[src/bbdr_pkg.sv]
// Shared types and codes for the buck/boost duty regulator.
package bbdr_pkg;

  typedef enum logic [1:0] {
    MODE_OFF   = 2'd0,
    MODE_BUCK  = 2'd1,
    MODE_BOOST = 2'd2
  } bbdr_mode_e;

  localparam logic FUNC_START    = 1'b0;
  localparam logic FUNC_REGULATE = 1'b1;

  // Configuration register indexes.
  localparam logic [2:0] REG_MODE       = 3'd0;
  localparam logic [2:0] REG_IN_SCALE   = 3'd1;
  localparam logic [2:0] REG_OUT_SCALE  = 3'd2;
  localparam logic [2:0] REG_BUCK_TGT   = 3'd3;
  localparam logic [2:0] REG_BOOST_TGT  = 3'd4;
  localparam logic [2:0] REG_FULL_SCALE = 3'd5;
  localparam logic [2:0] REG_FLOOR      = 3'd6;
  localparam logic [2:0] REG_CEILING    = 3'd7;

  localparam int unsigned CFG_W    = 18;
  localparam int unsigned SCALE_W  = 16;
  localparam int unsigned TARGET_W = 18;

  localparam logic [1:0]          RST_MODE       = 2'd0;
  localparam logic [SCALE_W-1:0]  RST_SCALE      = 16'd20601;
  localparam logic [TARGET_W-1:0] RST_BUCK_TGT   = 18'd5000;
  localparam logic [TARGET_W-1:0] RST_BOOST_TGT  = 18'd24000;
  localparam logic [15:0]         RST_FULL_SCALE = 16'd2047;
  localparam logic [15:0]         RST_FLOOR      = 16'd40;
  localparam logic [15:0]         RST_CEILING    = 16'd2006;

  typedef enum logic [2:0] {
    ST_IDLE,
    ST_SCALE,
    ST_MULT,
    ST_DIV,
    ST_OUT
  } bbdr_state_e;

  typedef struct packed {
    logic load_in;
    logic scale;
    logic mult;
    logic div_step;
    logic load_out;
  } bbdr_cmd_t;

endpackage

[src/bbdr_ctrl.sv]
// Sequencer for the regulator: scale, multiply, bit-serial divide, output.
module bbdr_ctrl import bbdr_pkg::*; #(
  parameter int unsigned NUM_W = 39
) (
  input  logic      clk_i,
  input  logic      rst_ni,
  input  logic      in_valid_i,
  output logic      in_ready_o,
  output logic      out_valid_o,
  input  logic      out_ready_i,
  output bbdr_cmd_t cmd_o
);

  localparam int unsigned CNT_W = $clog2(NUM_W);

  bbdr_state_e      state_q, state_d;
  logic [CNT_W-1:0] cnt_q, cnt_d;
  logic             out_valid_q, out_valid_d;
  logic             div_last;
  logic             out_free;

  assign div_last = (cnt_q == CNT_W'(NUM_W - 1));
  assign out_free = !out_valid_q || out_ready_i;

  always_comb begin
    state_d = state_q;
    case (state_q)
      ST_IDLE:  if (in_valid_i) state_d = ST_SCALE;
      ST_SCALE: state_d = ST_MULT;
      ST_MULT:  state_d = ST_DIV;
      ST_DIV:   if (div_last) state_d = ST_OUT;
      ST_OUT:   if (out_free) state_d = ST_IDLE;
      default:  state_d = ST_IDLE;
    endcase
  end

  always_comb begin
    cmd_o       = '0;
    in_ready_o  = 1'b0;
    cnt_d       = cnt_q;
    out_valid_d = out_valid_q && !out_ready_i;
    case (state_q)
      ST_IDLE: begin
        in_ready_o    = 1'b1;
        cmd_o.load_in = in_valid_i;
      end
      ST_SCALE: cmd_o.scale = 1'b1;
      ST_MULT: begin
        cmd_o.mult = 1'b1;
        cnt_d      = '0;
      end
      ST_DIV: begin
        cmd_o.div_step = 1'b1;
        cnt_d          = cnt_q + 1'b1;
      end
      ST_OUT: begin
        if (out_free) begin
          cmd_o.load_out = 1'b1;
          out_valid_d    = 1'b1;
        end
      end
      default: ;
    endcase
  end

  always_ff @(posedge clk_i or negedge rst_ni) begin
    if (!rst_ni) begin
      state_q     <= ST_IDLE;
      cnt_q       <= '0;
      out_valid_q <= 1'b0;
    end else begin
      state_q     <= state_d;
      cnt_q       <= cnt_d;
      out_valid_q <= out_valid_d;
    end
  end

  assign out_valid_o = out_valid_q;

endmodule

[src/bbdr_dpath.sv]
// Datapath: code scaling, duty product, restoring divider, clamp and result register.
module bbdr_dpath import bbdr_pkg::*; #(
  parameter int unsigned CODE_BITS = 12,
  parameter int unsigned DUTY_BITS = 16
) (
  input  logic                        clk_i,
  input  logic                        rst_ni,
  input  bbdr_cmd_t                   cmd_i,
  input  logic [1:0]                  mode_i,
  input  logic [SCALE_W-1:0]          in_scale_i,
  input  logic [SCALE_W-1:0]          out_scale_i,
  input  logic [TARGET_W-1:0]         buck_tgt_i,
  input  logic [TARGET_W-1:0]         boost_tgt_i,
  input  logic [DUTY_BITS-1:0]        full_scale_i,
  input  logic [DUTY_BITS-1:0]        floor_i,
  input  logic [DUTY_BITS-1:0]        ceiling_i,
  input  logic                        func_i,
  input  logic signed [CODE_BITS-1:0] in_code_i,
  input  logic signed [CODE_BITS-1:0] out_code_i,
  output logic [15:0]                 duty_o,
  output logic                        hit_floor_o,
  output logic                        hit_ceiling_o,
  output logic                        regulating_o
);

  localparam int unsigned MVP_W = CODE_BITS - 1 + SCALE_W;
  localparam int unsigned MV_W  = MVP_W - 8;
  localparam int unsigned DEN_W = (MV_W > TARGET_W) ? MV_W : TARGET_W;
  localparam int unsigned NUM_W = DUTY_BITS + DEN_W;

  logic                        func_q;
  logic signed [CODE_BITS-1:0] code_q;
  logic [MV_W-1:0]             mv_q;
  logic [NUM_W-1:0]            quo_q;
  logic [DEN_W-1:0]            den_q;
  logic [DEN_W-1:0]            rem_q;
  logic [DUTY_BITS-1:0]        duty_now_q;
  logic [15:0]                 duty_q;
  logic                        lo_q, hi_q, reg_q;

  logic [SCALE_W-1:0]   scale_sel;
  logic [MVP_W-1:0]     mv_prod;
  logic [MV_W-1:0]      mv_d;
  logic                 buck, active;
  logic [DUTY_BITS-1:0] mul_a;
  logic [DEN_W-1:0]     mul_b, den_sel;
  logic [NUM_W-1:0]     num_prod;
  logic [DEN_W:0]       trial, den_ext;
  logic                 ge;
  logic [DUTY_BITS-1:0] res_duty;
  logic                 res_lo, res_hi;

  assign scale_sel = func_q ? out_scale_i : in_scale_i;
  assign mv_prod   = MVP_W'(code_q[CODE_BITS-2:0]) * MVP_W'(scale_sel);
  // A negative code reads as zero millivolts.
  assign mv_d      = code_q[CODE_BITS-1] ? '0 : mv_prod[MVP_W-1:8];

  assign buck     = (mode_i == MODE_BUCK);
  assign active   = (mode_i == MODE_BUCK) || (mode_i == MODE_BOOST);
  assign mul_a    = (func_q == FUNC_REGULATE) ? duty_now_q : full_scale_i;
  assign mul_b    = buck ? DEN_W'(buck_tgt_i) : DEN_W'(mv_q);
  assign den_sel  = buck ? DEN_W'(mv_q) : DEN_W'(boost_tgt_i);
  assign num_prod = NUM_W'(mul_a) * NUM_W'(mul_b);

  assign trial   = {rem_q, quo_q[NUM_W-1]};
  assign den_ext = {1'b0, den_q};
  assign ge      = (trial >= den_ext);

  always_comb begin
    res_duty = '0;
    res_lo   = 1'b0;
    res_hi   = 1'b0;
    if (active) begin
      if (den_q == '0) begin
        res_duty = ceiling_i;
        res_hi   = 1'b1;
      end else if (quo_q < NUM_W'(floor_i)) begin
        res_duty = floor_i;
        res_lo   = 1'b1;
      end else if (quo_q > NUM_W'(ceiling_i)) begin
        res_duty = ceiling_i;
        res_hi   = 1'b1;
      end else begin
        res_duty = quo_q[DUTY_BITS-1:0];
      end
    end
  end

  always_ff @(posedge clk_i) begin
    if (cmd_i.load_in) begin
      func_q <= func_i;
      code_q <= (func_i == FUNC_REGULATE) ? out_code_i : in_code_i;
    end
    if (cmd_i.scale) begin
      mv_q <= mv_d;
    end
    if (cmd_i.mult) begin
      quo_q <= num_prod;
      den_q <= den_sel;
      rem_q <= '0;
    end
    // The dividend shifts out at the top while quotient bits shift in below.
    if (cmd_i.div_step) begin
      rem_q <= ge ? DEN_W'(trial - den_ext) : trial[DEN_W-1:0];
      quo_q <= {quo_q[NUM_W-2:0], ge};
    end
    if (cmd_i.load_out) begin
      duty_q <= 16'(res_duty);
      lo_q   <= res_lo;
      hi_q   <= res_hi;
      reg_q  <= active;
    end
  end

  always_ff @(posedge clk_i or negedge rst_ni) begin
    if (!rst_ni) begin
      duty_now_q <= '0;
    end else if (cmd_i.load_out) begin
      duty_now_q <= res_duty;
    end
  end

  assign duty_o        = duty_q;
  assign hit_floor_o   = lo_q;
  assign hit_ceiling_o = hi_q;
  assign regulating_o  = reg_q;

endmodule

[src/buck_boost_duty_regulator.sv]
// Top level of the buck/boost duty regulator: configuration registers, sequencer, datapath.
//
//   channel   signals                                          direction
//   input     in_valid_i, in_ready_o, func_i, in_code_i,       into block
//             out_code_i
//   output    out_valid_o, out_ready_i, duty_o, hit_floor_o,   out of block
//             hit_ceiling_o, regulating_o
//   config    cfg_we_i, cfg_idx_i, cfg_data_i                  into block
//
// One beat passes from acceptance through the scale, multiply, divide and output steps to a
// loaded result; the one-bit-per-cycle restoring divider works through a NUM_W-bit dividend,
// where NUM_W is DUTY_BITS + max(CODE_BITS + 7, 18). One beat is in work at a time.
// A new input beat is taken while a finished result waits in the output register; the
// result of that beat then holds in its last step until the output register is free.
// Reset clears the sequencer, the kept duty and the registers to their defaults.
module buck_boost_duty_regulator import bbdr_pkg::*; #(
  parameter int unsigned CODE_BITS = 12,
  parameter int unsigned DUTY_BITS = 16
) (
  input  logic                        clk_i,
  input  logic                        rst_ni,
  input  logic                        cfg_we_i,
  input  logic [2:0]                  cfg_idx_i,
  input  logic [CFG_W-1:0]            cfg_data_i,
  input  logic                        in_valid_i,
  output logic                        in_ready_o,
  input  logic                        func_i,
  input  logic signed [CODE_BITS-1:0] in_code_i,
  input  logic signed [CODE_BITS-1:0] out_code_i,
  output logic                        out_valid_o,
  input  logic                        out_ready_i,
  output logic [15:0]                 duty_o,
  output logic                        hit_floor_o,
  output logic                        hit_ceiling_o,
  output logic                        regulating_o
);

  localparam int unsigned MV_W  = CODE_BITS + 7;
  localparam int unsigned DEN_W = (MV_W > TARGET_W) ? MV_W : TARGET_W;
  localparam int unsigned NUM_W = DUTY_BITS + DEN_W;

  logic [1:0]           mode_q;
  logic [SCALE_W-1:0]   in_scale_q, out_scale_q;
  logic [TARGET_W-1:0]  buck_tgt_q, boost_tgt_q;
  logic [DUTY_BITS-1:0] full_scale_q, floor_q, ceiling_q;
  bbdr_cmd_t            cmd;

  always_ff @(posedge clk_i or negedge rst_ni) begin
    if (!rst_ni) begin
      mode_q       <= RST_MODE;
      in_scale_q   <= RST_SCALE;
      out_scale_q  <= RST_SCALE;
      buck_tgt_q   <= RST_BUCK_TGT;
      boost_tgt_q  <= RST_BOOST_TGT;
      full_scale_q <= RST_FULL_SCALE[DUTY_BITS-1:0];
      floor_q      <= RST_FLOOR[DUTY_BITS-1:0];
      ceiling_q    <= RST_CEILING[DUTY_BITS-1:0];
    end else if (cfg_we_i) begin
      case (cfg_idx_i)
        REG_MODE:       mode_q       <= cfg_data_i[1:0];
        REG_IN_SCALE:   in_scale_q   <= cfg_data_i[SCALE_W-1:0];
        REG_OUT_SCALE:  out_scale_q  <= cfg_data_i[SCALE_W-1:0];
        REG_BUCK_TGT:   buck_tgt_q   <= cfg_data_i[TARGET_W-1:0];
        REG_BOOST_TGT:  boost_tgt_q  <= cfg_data_i[TARGET_W-1:0];
        REG_FULL_SCALE: full_scale_q <= cfg_data_i[DUTY_BITS-1:0];
        REG_FLOOR:      floor_q      <= cfg_data_i[DUTY_BITS-1:0];
        REG_CEILING:    ceiling_q    <= cfg_data_i[DUTY_BITS-1:0];
        default: ;
      endcase
    end
  end

  bbdr_ctrl #(
    .NUM_W(NUM_W)
  ) u_ctrl (
    .clk_i      (clk_i),
    .rst_ni     (rst_ni),
    .in_valid_i (in_valid_i),
    .in_ready_o (in_ready_o),
    .out_valid_o(out_valid_o),
    .out_ready_i(out_ready_i),
    .cmd_o      (cmd)
  );

  bbdr_dpath #(
    .CODE_BITS(CODE_BITS),
    .DUTY_BITS(DUTY_BITS)
  ) u_dpath (
    .clk_i        (clk_i),
    .rst_ni       (rst_ni),
    .cmd_i        (cmd),
    .mode_i       (mode_q),
    .in_scale_i   (in_scale_q),
    .out_scale_i  (out_scale_q),
    .buck_tgt_i   (buck_tgt_q),
    .boost_tgt_i  (boost_tgt_q),
    .full_scale_i (full_scale_q),
    .floor_i      (floor_q),
    .ceiling_i    (ceiling_q),
    .func_i       (func_i),
    .in_code_i    (in_code_i),
    .out_code_i   (out_code_i),
    .duty_o       (duty_o),
    .hit_floor_o  (hit_floor_o),
    .hit_ceiling_o(hit_ceiling_o),
    .regulating_o (regulating_o)
  );

`ifndef SYNTH
  // After an input beat the block is busy with it for the next cycle.
  a_busy_after_accept: assert property (@(posedge clk_i) disable iff (!rst_ni)
    in_valid_i && in_ready_o |=> !in_ready_o)
    else $error("input accepted while a beat is in work");

  // Off mode gives an all-zero result.
  a_off_zero: assert property (@(posedge clk_i) disable iff (!rst_ni)
    out_valid_o && !regulating_o |-> duty_o == 16'd0 && !hit_floor_o && !hit_ceiling_o)
    else $error("nonzero result while not regulating");

  // A result is clamped to one side at most.
  a_one_clamp: assert property (@(posedge clk_i) disable iff (!rst_ni)
    out_valid_o |-> !(hit_floor_o && hit_ceiling_o))
    else $error("both clamp flags set");
`endif

endmodule

[config.mk]
export PLATFORM = sky130hd
export DESIGN_NAME = buck_boost_duty_regulator
export DESIGN_NICKNAME = d
export VERILOG_FILES = /design/src/bbdr_pkg.sv /design/src/bbdr_ctrl.sv /design/src/bbdr_dpath.sv /design/src/buck_boost_duty_regulator.sv
export SDC_FILE = /design/constraint.sdc
export NUM_CORES = 2
export LEC_CHECK = 0
export BUFFER_PORTS_ARGS = -buffer_cell sky130_fd_sc_hd__buf_2
export CAP_MARGIN = 20
export CELL_PAD_IN_SITES_DETAIL_PLACEMENT = 1
export CELL_PAD_IN_SITES_GLOBAL_PLACEMENT = 1
export CORE_MARGIN = 8
export CORE_UTILIZATION = 45
export DETAILED_ROUTE_END_ITERATION = 8
export PLACE_DENSITY_LB_ADDON = 0.1
export SETUP_SLACK_MARGIN = 0.15
export SYNTH_ARGS = -nofsm -noshare
export SYNTH_HDL_FRONTEND = slang
export SYNTH_SLANG_ARGS = --single-unit
[constraint.sdc]
create_clock -name clk_i -period 8.7 [get_ports clk_i]
set_input_delay 2.175 -clock clk_i [delete_from_list [all_inputs] [get_ports clk_i]]
set_output_delay 2.175 -clock clk_i [all_outputs]
set_load 0.05 [all_outputs]
==> metrics <==
Worst Hold Depth=1; vias in the first global route=22.7k; clock sink count=268; TritonCTS clock tree=built; Post-synth top cells=468 x inv_1, 361 x fa_1, 333 x nand2_1; Bufs and invs on worst path=6; Mapped Area=roughly 0.028 mm^2; row count=91; xor/xnor share of the synthesized area=around 1.8%; Storage cell area=0.00739 mm^2; leading area contributor after synthesis=fa_1; multi-input logic area=0.0186 mm^2; Worst R2R Setup Slack=between 0.9 and 1 ns; CTS clk-pin slew, worst paths=~0.060 ns; Synth Area in Compound Gates=about 6.4%; CP arrival=~8 ns; Slew Viols, Final=0; I/O Buffers=71; most numerous cell on the critical path=fa_1; Setup TNS Final=0 ns; Top FF cell, synth=edfxtp_1; Post-Syn Nets=around 3.4k; Hold Vio Cnt, Final=0; most numerous cell in the Yosys netlist=inv_1; Post-CTS Setup Bufs=0; synth warn=0; Max FO, Critical Path=38; Worst Tran Pin Value=1.06 ns; min-delay src=boost_tgt_q[3]$_DFFE_PN0P_; total CTS buffers=35; clk_skew=~0.025 ns; I/O pins=72; Post-Synthesis Cells=2,775; CTS max path bufs=3; aggregate global-route resource usage=about a quarter; diode count=0; DRT Pass-1 Iters=5; WL/cell=22.6 um; final net count=between 3k and 4k; sequential share of the synthesized area=26.3%; Vias/cell=about 5.4; post-synthesis mux area share=10.1%; hold buffer count at CTS=0; endpoints failing setup=0; cell family with most CP delay=adder cells; Initial Utilization=between 40% and 50%; worst hold slack=0.505 ns; 1st-iter DRT viols=between 1k and 1.5k; Worst R2R Path Depth=25; Worst-Skew Late Latency=between 0.5 and 0.6 ns; adder-cell share of the synthesized area=a little over a third; Post-Route M1 WL=approximately 36,000 um; post-route ant nets=0; initial antenna violation count=3; Crit path largest cell delay=roughly 0.76 ns; post-synthesis simple-gate area fraction=around an eighth; share of cells above drive strength 1=around 16%; largest net degree at the start of global routing=86; H-tree levels=2; slowest library cell on the worst path=mux2i_1; Synth area leaders=fa_1 26%, edfxtp_1 13%, ha_1 9.9%; Final GP Congestion=just under 0.9; Layout area overhead=9.14%; Synth top area share=between 20% and 30%; die area=0.0708 mm^2; reg-to-reg critical path startpoint=mode_q[1]$_DFFE_PN0P_; final period utilization=about nine tenths; reg-to-reg endpoint=u_dpath.quo_q[34]$_DFFE_PN_; Req. time, crit path=between 8 and 9 ns; Root Buffer=clkbuf_16; status=complete, no violations; Hold Path Class=flip-flop to flip-flop; max-cap violations=0; post-CTS sizing=0; Async SR Flop Fraction=between 50% and 60%; Max Fclk=around 130 MHz; core area=between 0.06 and 0.07 mm^2; half-perimeter wire length after placement=around 66,000 um; Crit path depth=25; Netlist cell types=70; die width=approximately 270 um; minimum clock period=just under 8 ns; post-synthesis register bit count=about 270; Rel. slew slack=just under 30%; largest family of logic cells by synthesized area=adder cells; Post-route DRC=0; metal2 WL=between 40,000 and 50,000 um; fillcell total=between 6k and 7k; global-route wire length before repair=between 100,000 and 150,000 um; RSZ-0062 raised after global routing=no; Overflow after GRT=0; Worst Hold Path EP=boost_tgt_q[3]$_DFFE_PN0P_; via count=roughly 20k; startpoint types=flip-flop; highest routed layer=met4; met3 wire length=about 3200 um; EDFF count, synth=around 120; Syn Area/Cell=just over 10 um^2; type of destination of the critical path=flip-flop; critical path class=flip-flop to flip-flop; Post-Route WL=83,500 um; Die Ht=around 270 um
## flip-flops by register name, summed over array words and instances (netlist names), 16 cells and up
register            flops
boost_tgt_q            18
buck_tgt_q             18
ceiling_q              16
floor_q                16
full_scale_q           16
in_scale_q             16
out_scale_q            16
u_dpath.den_q          19
u_dpath.duty_now_q     16
u_dpath.duty_o         16
u_dpath.mv_q           19
u_dpath.quo_q          35
u_dpath.rem_q          19
## final cells by class
cell class                 instances  share of cell area (%)
clock buffer                      44                    3.20
clock inverter                    20                   0.587
inverter                         469                    5.74
multi-input combinational       1940                    60.7
sequential                       268                    24.1
tap                              837                    3.41
timing repair buffer             113                    2.34
## worst register-to-register path: stages (launching register included)
cell	delay, ns
dfrtp_1	0.36
inv_1	0.07
ha_2	0.16
buf_4	0.44
mux2i_1	0.79
nor2_1	0.15
fa_1	0.58
inv_1	0.06
fa_1	0.45
fa_1	0.42
fa_1	0.54
inv_1	0.05
fa_1	0.48
inv_1	0.06
fa_1	0.56
inv_1	0.05
ha_1	0.37
a211oi_1	0.31
o21ai_0	0.17
a21oi_1	0.15
nor2_1	0.05
a211oi_1	0.46
a31oi_1	0.25
a211oi_1	0.30
xnor2_1	0.16
a21oi_1	0.08
## through the flow
stage	worst slack [ns]	instance area (um^2)	util, %	std cells
6_report	0.903	30700	49.7	3691
5_1_grt	0.473	30700	49.7	3691
4_1_cts	0.881	30700	49.7	3689
3_5_place_dp	0.908	29500	47.8	3625
3_3_place_gp	0.966	29500	47.7	3623
2_1_floorplan	1.51	28100	-	2775
## per-layer routing
layer | vias to the layer above | global-route usage, %
met5 | - | 0
met4 | 0 | 7.51
met3 | 120 | 2.94
met2 | 391 | 42.5
met1 | 10400 | 30.8
li1 | 9055 | -
## cells in the final DEF (no fill, tap or decap), types with 8 or more instances in the layout
cell	count
a21o_1	34
a21oi_1	70
and2_1	61
xnor2_1	32
nor2b_1	26
o21bai_1	8
xor2_1	25
nor2_1	207
buf_4	38
dfstp_2	47
clkinv_2	8
a211oi_2	10
nand4_1	10
o21a_1	16
nand2_1	332
a31oi_1	13
buf_2	70
mux2i_1	46
mux2_2	210
ha_1	221
o21ai_0	62
nor4_1	11
dfrtp_1	97
and3_1	8
nand3_1	18
inv_1	467
nand2b_1	17
fa_1	361
a211oi_1	23
nor3_1	45
clkbuf_16	38
edfxtp_1	124
## how the worst max path moves through the flow
stage,to,from,slack (ns)
floorplan,u_dpath.quo_q[34]$_DFFE_PN_,mode_q[1]$_DFFE_PN0P_,1.51
global placement,u_dpath.quo_q[34]$_DFFE_PN_,mode_q[1]$_DFFE_PN0P_,0.97
detailed placement,u_dpath.quo_q[34]$_DFFE_PN_,mode_q[1]$_DFFE_PN0P_,0.91
CTS,u_dpath.quo_q[34]$_DFFE_PN_,mode_q[1]$_DFFE_PN0P_,0.88
global route,u_dpath.quo_q[34]$_DFFE_PN_,mode_q[1]$_DFFE_PN0P_,0.47
finish,u_dpath.quo_q[34]$_DFFE_PN_,mode_q[1]$_DFFE_PN0P_,0.90
## logic make-up (layout without fill, tap and decap cells)
kind of cell,count (synthesis),after routing
and+or+nand+nor,767,767
xor gates and xnor gates,57,57
buffers and inverters,567,646
muxes,258,258
DFF,268,268
AOI/OAI and AO/OA,275,275
adders and majority gates,583,583
Power is not shown: default switching activity piles up to over one toggle a cycle in this logic, so the estimate is an artifact.
